$ cat src/design/crse_pkg.sv
// Shared constants and command codes of the Catmull-Rom spline evaluator.
package crse_pkg;

  localparam int MAX_POINTS_DEF  = 64;
  localparam int COORD_WIDTH_DEF = 32;
  localparam int MIN_POINTS      = 4;
  localparam int PARAM_W         = 17;
  localparam int CFG_W           = 7;
  localparam int SLOT_W          = 6;
  localparam int QUEUE_DEPTH     = 4;
  localparam int FRAC_W          = 16;

  localparam logic [CFG_W-1:0]   COUNT_RESET = 7'd4;
  localparam logic [PARAM_W-1:0] U_ONE       = 17'h10000;
  localparam int                 RND_HALF    = 32768;

  typedef enum logic {
    CMD_WRITE = 1'b0,
    CMD_EVAL  = 1'b1
  } cmd_t;

endpackage

$ cat src/design/crse_fifo.sv
// Small queue between the classifying front and the evaluating back.
module crse_fifo import crse_pkg::*; #(
  parameter int W = 8
) (
  input  logic         clk,
  input  logic         rst_n,
  input  logic         push,
  input  logic [W-1:0] push_data,
  output logic         full,
  input  logic         pop,
  output logic         head_valid,
  output logic [W-1:0] head_data
);

  localparam int PTR_W = $clog2(QUEUE_DEPTH);
  localparam int CNT_W = PTR_W + 1;

  logic [W-1:0]     mem [QUEUE_DEPTH];
  logic [PTR_W-1:0] wr_ptr_r, wr_ptr_nxt;
  logic [PTR_W-1:0] rd_ptr_r, rd_ptr_nxt;
  logic [CNT_W-1:0] cnt_r, cnt_nxt;

  assign full       = (cnt_r == CNT_W'(QUEUE_DEPTH));
  assign head_valid = (cnt_r != '0);
  assign head_data  = mem[rd_ptr_r];

  always_comb begin
    wr_ptr_nxt = push ? wr_ptr_r + PTR_W'(1) : wr_ptr_r;
    rd_ptr_nxt = pop ? rd_ptr_r + PTR_W'(1) : rd_ptr_r;
    cnt_nxt    = cnt_r;
    if (push && !pop) begin
      cnt_nxt = cnt_r + CNT_W'(1);
    end else if (pop && !push) begin
      cnt_nxt = cnt_r - CNT_W'(1);
    end
  end

  always_ff @(posedge clk) begin
    if (!rst_n) begin
      wr_ptr_r <= '0;
      rd_ptr_r <= '0;
      cnt_r    <= '0;
    end else begin
      wr_ptr_r <= wr_ptr_nxt;
      rd_ptr_r <= rd_ptr_nxt;
      cnt_r    <= cnt_nxt;
    end
  end

  always_ff @(posedge clk) begin
    if (push) begin
      mem[wr_ptr_r] <= push_data;
    end
  end

endmodule

$ cat config.mk
export PLATFORM = sky130hd
export DESIGN_NAME = crse_fifo
export DESIGN_NICKNAME = d
export VERILOG_FILES = /design/src/design/crse_pkg.sv /design/src/design/crse_fifo.sv
export SDC_FILE = /design/constraint.sdc
export NUM_CORES = 1
export LEC_CHECK = 0
export BUFFER_PORTS_ARGS = -buffer_cell sky130_fd_sc_hd__buf_2
export CORE_UTILIZATION = 40
export CTS_BUF_LIST = sky130_fd_sc_hd__clkbuf_4 sky130_fd_sc_hd__clkbuf_8
export DETAILED_ROUTE_END_ITERATION = 12
export HOLD_SLACK_MARGIN = 0.08
export SLEW_MARGIN = 5
export SYNTH_ARGS = -nofsm -noshare
export SYNTH_HDL_FRONTEND = slang
export SYNTH_SLANG_ARGS = --single-unit
$ cat constraint.sdc
create_clock -name clk -period 3.3 [get_ports clk]
set_input_delay 0.165 -clock clk [delete_from_list [all_inputs] [get_ports clk]]
set_output_delay 0.165 -clock clk [all_outputs]
set_load 0.005 [all_outputs]
==> flow_summary.yaml <==
run_status:
  outcome: "complete, no violations"
detailed_routing:
  first_pass_iters: 2
  first_iter_violations: 12
  viasPerCell: 4.931
  drc_errors: 0
  num_vias: 789
  wl_per_cell_um: 15.41
  wl_um: 2465
  final_antenna_net_count: 0
final_layout:
  fin_nets: 129
  drive_gt1_share_pct: 33.04
  stdcell_area_mm2: 0.001844
  multi_input_area_um2: 431.7
  area_growth_pct: 14.98
  nFillCells: 328
  regArea_mm2: 0.001141
  num_antenna_cells: 0
clock_tree:
  cts_setup_buffers: 0
  cts_resized: 0
  clockBufferDepth: 2
  ctsRootBufferMaster: "clkbuf_8"
  h-tree-depth: 2
  cts_sinks: 41
  cts_buffers: 5
  holdBufCountCts: 0
  clk_latency_ns: 0.28
  cts_tree: "yes"
  clk_pin_slew_ns: 0.07
logic_synthesis:
  netlist_area_mm2: 0.001604
  synth_top_area_cell: "edfxtp_1"
  avgSynthCellArea_um2: 18.87
  synth-edff-count: 32
  synth.area.top_cells: "edfxtp_1 60%, dfxtp_1 11%, mux4_2 11%, ha_1 3.9%, and2_1 3.5%"
  ys_seq_area_share_pct: 71.14
  synth_top_area_share_pct: 59.91
  ys_types: 18
  async_flop_share_pct: 0
  ys_ff_latch: 41
  synth_common_cells: "32 x edfxtp_1, 9 x and2_1, 9 x dfxtp_1"
  synth_ff_type: "edfxtp_1"
  synth_cells: 85
  synth_most_common_cell: "edfxtp_1"
  syn-num-nets: 103
  ys_warn_count: 0
timing:
  finalSetupTns_ns: 0
  drv_slew: 0
  finalClockSkew_ns: 0.004393
  max_slew_margin_pct: 63.27
  rsz0062_at_grt: "false"
  finalSetupViolCount: 0
  tightest_slew_ns: 0.5502
  hold_violations: 0
  fin_crit_ns: 1.839
  clock.fmax_ghz: 0.5438
  period_share_pct: 55.73
critical_path:
  cp.arrival_ns: 1.67
  critPathBufInv: 1
  ff2ff_path_depth: 4
  worst_setup_path_start_kind: "flop"
  cp_num_cells: 2
  crit_type: "flop to primary output"
  cpPeakStageDelay_ns: 0.67
  crit_required_ns: 3.13
  setup.worst_path.end_class: "primary output"
  crit_family: "flip-flops"
  cp_max_fo: 8
  crit_slowest_cell: "dfxtp_1"
  critical_path.cell_chain: "mux4_2 -> buf_2"
die:
  rows: 22
  ios: 22
  coreArea_mm2: 0.003744
  start_util_pct: 42.85
  fp.dieW_um: 65.33
  die_area_mm2: 0.004267
  die_h_um: 65.33
global_route:
  track_usage_pct: 13.92
  grt_first_pass_wirelength_um: 4119
  antenna_found_initial: 0
  grt_pass1_vias: 837
  grt-ovfl-total: 0
  grt_max_degree: 12
power:
  seqPwrFrac_pct: 58.1
  pwr-share-clk_pct: 30.9
  p_switching_mw: 0.2255
  peakVddDrop_uv: 246.9
  p_comb_share_pct: 11.0
  swShare_pct: 21.36
  power.density_mw_per_mm2: 572.4
  internal_power_mw: 0.8302
  total_leakage_power_nw: 0.6768
  power.total_mw: 1.056
placed_design:
  io_buffers: 21
  placed_area_mm2: 0.001753
  dp_hpwl_um: 1713
  gp_congestion: 0.6644
hold_path:
  hold_path_class: "primary input to flop"
  hold_path_depth: 1
run:
  cap_viol_max_count: 0
==> cells by family after synthesis <==
group                      Yosys count  synth area share [%]
buffers and inverters                6                 1.949
AOI/OAI and AO/OA                    2                0.7799
muxes                               10                 12.48
and+or+nand+nor                     15                 5.772
adders and majority gates            6                 5.148
DFF                                 41                 71.14
xor gates and xnor gates             5                 2.731
==> layer usage <==
| layer | routed length, um | track usage (%) |
|---|---|---|
| met5 | 0 | 0 |
| met2 | 1184 | 20.88 |
| met3 | 97 | 4.861 |
| met1 | 1142 | 18.07 |
| met4 | 40 | 6.522 |
==> final timing paths <==
check	slack (ns)	endpoint	from
hold reg to reg	0.51	cnt_r[2]	cnt_r[2]
setup / recovery	1.46	head_data[1]	flop
setup reg to reg	1.81	cnt_r[2]	cnt_r[0]
hold / removal	0.10	mem[2][5]	push_data[5]
==> power by group through the flow <==
| stage | registers [mW] | logic, mW | clock network (mW) |
|---|---|---|---|
| after global placement | 0.624 | 0.112 | 0 |
| after CTS | 0.615 | 0.118 | 0.333 |
| final | 0.614 | 0.116 | 0.326 |
| after global routing | 0.619 | 0.133 | 0.355 |
| after detailed placement | 0.626 | 0.118 | 0 |
| after floorplan | 0.613 | 0.0831 | 0 |
==> cell type report <==
cell class                 count  area share [%]
sequential                    41           61.87
tap                           48           3.256
multi-input combinational     38           23.41
timing repair buffer          21           5.699
clock buffer                   8           4.953
inverter                       4          0.8141
==> state kept, by name (all words and copies together) (netlist names), named ones only <==
name,cells
cnt_r,3
mem,32
rd_ptr_r,2
wr_ptr_r,2
==> layout by cell type, fill, tap and decap left out, types with 2 or more instances in the layout <==
| master | instances |
|---|---|
| edfxtp_1 | 32 |
| buf_2 | 21 |
| and2_1 | 9 |
| dfxtp_1 | 9 |
| mux4_2 | 8 |
| ha_1 | 5 |
| clkbuf_8 | 5 |
| inv_1 | 4 |
| xor2_1 | 3 |
| clkbuf_4 | 3 |
| or3_1 | 2 |
| xnor2_1 | 2 |
| mux2i_1 | 2 |
| nor2b_1 | 2 |
==> per-stage QoR <==
| stage | worst slack (ns) | hold slack (ns) | utilization [%] | std cells |
|---|---|---|---|---|
| detailed placement | 1.634 | 0.3889 | 46.82 | 152 |
| global placement | 1.705 | 0.3771 | 46.82 | 152 |
| CTS | 1.399 | 0.09085 | 49.26 | 160 |
| floorplan | 1.875 | 0.2639 | - | 85 |
| global route | 1.333 | 0.09847 | 49.26 | 160 |
| finish | 1.461 | 0.1012 | 49.26 | 160 |
Note: power is estimated with default switching activity, not from simulation.
