===== src/design/crse_pkg.sv =====
// Shared constants and command codes of the Catmull-Rom spline evaluator.
package crse_pkg;

  localparam int MAX_POINTS_DEF  = 64;
  localparam int COORD_WIDTH_DEF = 32;
  localparam int MIN_POINTS      = 4;
  localparam int PARAM_W         = 17;
  localparam int CFG_W           = 7;
  localparam int SLOT_W          = 6;
  localparam int QUEUE_DEPTH     = 4;
  localparam int FRAC_W          = 16;

  localparam logic [CFG_W-1:0]   COUNT_RESET = 7'd4;
  localparam logic [PARAM_W-1:0] U_ONE       = 17'h10000;
  localparam int                 RND_HALF    = 32768;

  typedef enum logic {
    CMD_WRITE = 1'b0,
    CMD_EVAL  = 1'b1
  } cmd_t;

endpackage


===== src/design/crse_front.sv =====
// Front end: count register, segment selection, neighbour indices, item packing.
module crse_front import crse_pkg::*; #(
  parameter int MAX_POINTS  = MAX_POINTS_DEF,
  parameter int COORD_WIDTH = COORD_WIDTH_DEF,
  localparam int IDX_W = $clog2(MAX_POINTS),
  localparam int ENT_W = 2 + 4 * IDX_W + PARAM_W + 3 * COORD_WIDTH
) (
  input  logic                   clk,
  input  logic                   rst_n,
  input  logic                   cfg_valid,
  output logic                   cfg_ready,
  input  logic [CFG_W-1:0]       cfg_data,
  input  logic                   in_cmd,
  input  logic [SLOT_W-1:0]      in_point_index,
  input  logic [COORD_WIDTH-1:0] in_point_x,
  input  logic [COORD_WIDTH-1:0] in_point_y,
  input  logic [COORD_WIDTH-1:0] in_point_z,
  input  logic [PARAM_W-1:0]     in_curve_param,
  output logic [ENT_W-1:0]       ent
);

  localparam int CNT_W = IDX_W + 1;
  localparam int TD_W  = PARAM_W + IDX_W;

  logic [CFG_W-1:0]   count_r, count_nxt;
  logic [CNT_W-1:0]   n, dm1, seg_raw, seg, s3;
  logic [IDX_W-1:0]   d, i0, i1, i2, i3, waddr, a1;
  logic [TD_W-1:0]    td, ul_full;
  logic [PARAM_W-1:0] u;
  logic               wen;

  assign cfg_ready = 1'b1;
  assign count_nxt = (cfg_valid && cfg_ready) ? cfg_data : count_r;

  always_ff @(posedge clk) begin
    if (!rst_n) begin
      count_r <= COUNT_RESET;
    end else begin
      count_r <= count_nxt;
    end
  end

  // saturate the point count to MIN_POINTS..MAX_POINTS
  always_comb begin
    if (int'(count_r) < MIN_POINTS) begin
      n = CNT_W'(MIN_POINTS);
    end else if (int'(count_r) > MAX_POINTS) begin
      n = CNT_W'(MAX_POINTS);
    end else begin
      n = CNT_W'(count_r);
    end
  end

  assign d   = IDX_W'(n - CNT_W'(1));
  assign dm1 = n - CNT_W'(2);
  assign td  = TD_W'(in_curve_param) * TD_W'(d);
  assign seg_raw = td[TD_W-1:FRAC_W];
  assign seg     = (seg_raw > dm1) ? dm1 : seg_raw;
  assign ul_full = td - {seg, FRAC_W'(0)};
  assign u       = (ul_full > TD_W'(U_ONE)) ? U_ONE : ul_full[PARAM_W-1:0];

  // neighbours, end points repeated
  assign s3 = seg + CNT_W'(2);
  assign i1 = seg[IDX_W-1:0];
  assign i0 = (seg == '0) ? '0 : IDX_W'(seg - CNT_W'(1));
  assign i2 = IDX_W'(seg + CNT_W'(1));
  assign i3 = (s3 >= n) ? i2 : s3[IDX_W-1:0];

  assign wen   = (int'(in_point_index) < MAX_POINTS);
  assign waddr = IDX_W'(in_point_index);
  assign a1    = (in_cmd == CMD_EVAL) ? i1 : waddr;

  assign ent = {in_cmd, wen, i0, a1, i2, i3, u, in_point_x, in_point_y, in_point_z};

endmodule


===== config.mk =====
export PLATFORM = sky130hd
export DESIGN_NAME = crse_front
export DESIGN_NICKNAME = d
export VERILOG_FILES = /design/src/design/crse_pkg.sv /design/src/design/crse_front.sv
export SDC_FILE = /design/constraint.sdc
export NUM_CORES = 1
export LEC_CHECK = 0
export BUFFER_PORTS_ARGS = -buffer_cell sky130_fd_sc_hd__buf_2
export CORE_UTILIZATION = 50
export DETAILED_ROUTE_END_ITERATION = 16
export GPL_TIMING_DRIVEN = 1
export PLACE_DENSITY = 0.92
export SYNTH_ARGS = -nofsm -noshare
export SYNTH_HDL_FRONTEND = slang
export SYNTH_SLANG_ARGS = --single-unit

===== constraint.sdc =====
create_clock -name clk -period 16.26 [get_ports clk]
set_input_delay 3.252 -clock clk [delete_from_list [all_inputs] [get_ports clk]]
set_output_delay 3.252 -clock clk [all_outputs]
set_load 0.05 [all_outputs]

==> summary.txt <==
GRT
  – GRT Total Usage: 0.231
  – Vias in the first global route: 5359
  – First-pass GRT wire length: 24800 um
  – Gr ovfl total: 0
  – Largest net degree at the start of global routing: 21
  – Antenna violations before repair: 0

Die
  – Starting Density: 0.516
  – Die height: 114 um
  – I/O pins: 270
  – Core ar.: 12100 sq um
  – Die width: 114 um
  – Row count: 40
  – Die Area: 13000 sq um

Finish
  – Layout cells sized above 1: 0.145
  – Max reg flops: 7
  – Fin nets: 1014
  – Fin util: 0.506
  – Layout area overhead: -2.00%
  – Top reg by flops: count_r
  – Top Registers: count_r: 7 flops
  – # diodes: 0

Timing
  – Tcrit/Tclk final: 0.956
  – Final hold vios: 0
  – Max Slew Vio Count: 0
  – Clk_skew: 0 ns
  – RSZ-0062 raised after global routing: no
  – Rel. slew slack: 0.319
  – Setup TNS after final layout: 0 ns
  – Crit path time final: 15.54 ns
  – Setup violators final: 0
  – Worst-Margin Slew: 1.02 ns
  – Max Clk Rate: 0.0643 GHz

Critical path
  – CP arrival: 12.29 ns
  – Crit Path Category: primary input to output pin
  – Largest stage delay, worst path: 0.56 ns
  – CP Capture Type: output pin
  – R2R depth: 2
  – Slowest cell on crit path: fa_1
  – CP required: 13.01 ns
  – Critical path launch point type: primary input
  – CP Max Fanout: 12

Synth
  – Seq cells post-synth: 7
  – Register area share after synthesis: 0.0224
  – Mean post-synth cell area: 7.81 sq um
  – Number of synthesized flops with an enable pin: 0
  – Mapped cell area: 6250 sq um
  – Synth Warn #: 0
  – Yosys top cell area share: 0.199
  – Main synth FF type: dfxtp_1
  – Top cells by area, synth: fa_1 (20%), buf_4 (12%), ha_1 (11%)
  – Most common cell in the netlist: buf_4
  – Async SR Flop Fraction: 0
  – Synth cell types: 67
  – Yosys top cell by area: fa_1
  – Post-Syn Instances: 800
  – Synth cell count leaders: buf_4 (100), inv_1 (92), nand2_1 (67)

Run status
  – Status: complete, no violations

Detailed routing
  – Detailed Routing Iterations Pass 1: 5
  – Wire length per cell: 15.9 um
  – Vias per cell: 5.87
  – Remaining antenna violation count: 0
  – Vias: 5481
  – # DRC: 0
  – Initial DRC count: 524
  – Post-Route WL: 14800 um

Worst hold path
  – Hold Crit Class: flop to flop
  – Hold path depth: 2

Placement
  – Port bufs: 75
  – GP Congestion: 0.970
  – Hpwl dp: 11900 um

CTS
  – Clock transition at path regs: 0.04 ns
  – PostCTS Resize Cnt: 0
  – Post CTS Setup Buffer Count: 0
  – TritonCTS buffer count: 3
  – Post-CTS Hold Buffers: 0
  – Max Root-Sink Buffers: 2
  – Clk_lat worst skew: 0.23 ns
  – H-tree depth: 1
  – CTS Root Cell: clkbuf_16
  – Clock Sinks: 7
  – CTS tree: yes

Run
  – Maxcap violations: 0
-- area by class of cell --
| class | count | area [sq um] |
|---|---|---|
| clock buffers | 4 | 78.8 |
| fillers | 1141 | 5990 |
| inverters | 93 | 349 |
| multi-input cells | 574 | 4880 |
| flip-flops and latches | 7 | 140 |
| well taps | 168 | 210 |
| repair buffers | 87 | 465 |
-- layer usage --
metal  part of all wire  track usage  wire (um)  vias up
met5                  0            0          0        -
met4              0.027       0.0857        407        0
met3              0.079       0.0372       1180       56
met2               0.50        0.409       7450      275
met1               0.39        0.282       5820     2627
li1                   -            -          -     2523
-- final timing paths --
| path | from | endpoint | slack [ns] |
|---|---|---|---|
| min | count_r[0] | count_r[0] | 0.52 |
| max reg2reg | count_r[3] | count_r[3] | 15.51 |
| max | in_curve_param[5] | ent[97] | 0.72 |
| min reg2reg | count_r[0] | count_r[0] | 0.52 |
-- stage by stage --
| stage | hold slack (ns) | worst slack [ns] | instance area [sq um] | std cells |
|---|---|---|---|---|
| 6_report | 0.525 | 0.720 | 6130 | 933 |
| 5_1_grt | 0.579 | 0.217 | 6130 | 933 |
| 4_1_cts | 0.526 | 0.832 | 6130 | 933 |
| 3_5_place_dp | 0.519 | 0.831 | 6050 | 929 |
| 3_3_place_gp | 0.508 | 1.12 | 6050 | 929 |
| 2_1_floorplan | 0.482 | 0.643 | 6260 | 802 |
-- critical path: cells and delay by family --
kind,cells,cell delay [ns]
AO/OA/AOI/OAI,7,2.27
XOR/XNOR,1,0.16
adder cells (fa/ha/maj),7,2.94
buffers and inverters,7,0.93
AND/OR/NAND/NOR,12,2.74
-- kinds of logic (layout without fill, tap and decap cells) --
family,Yosys count,in the layout,share of synthesized area
AND/OR/NAND/NOR,264,264,0.236
buffers and inverters,221,184,0.198
AO/OA/AOI/OAI,146,146,0.166
adder cells (fa/ha/maj),118,118,0.311
XOR/XNOR,32,32,0.0492
multiplexers,11,11,0.0180
flip-flops,7,7,0.0224
other,1,3,0.000600
-- cell usage in the layout (no fill, tap or decap), types with 10 or more instances in the layout --
master	count
a211oi_1	15
nor2_1	31
xor2_1	10
a21oi_1	31
nand2b_1	18
o21ai_0	20
nor2b_1	17
buf_4	12
xnor2_1	20
nand3_1	20
and2_1	55
buf_2	75
inv_1	92
nor3_1	12
fa_1	62
ha_1	56
a21o_1	13
nand2_1	67
Power is not shown: default switching activity piles up to over one toggle a cycle in this logic, so the estimate is an artifact.
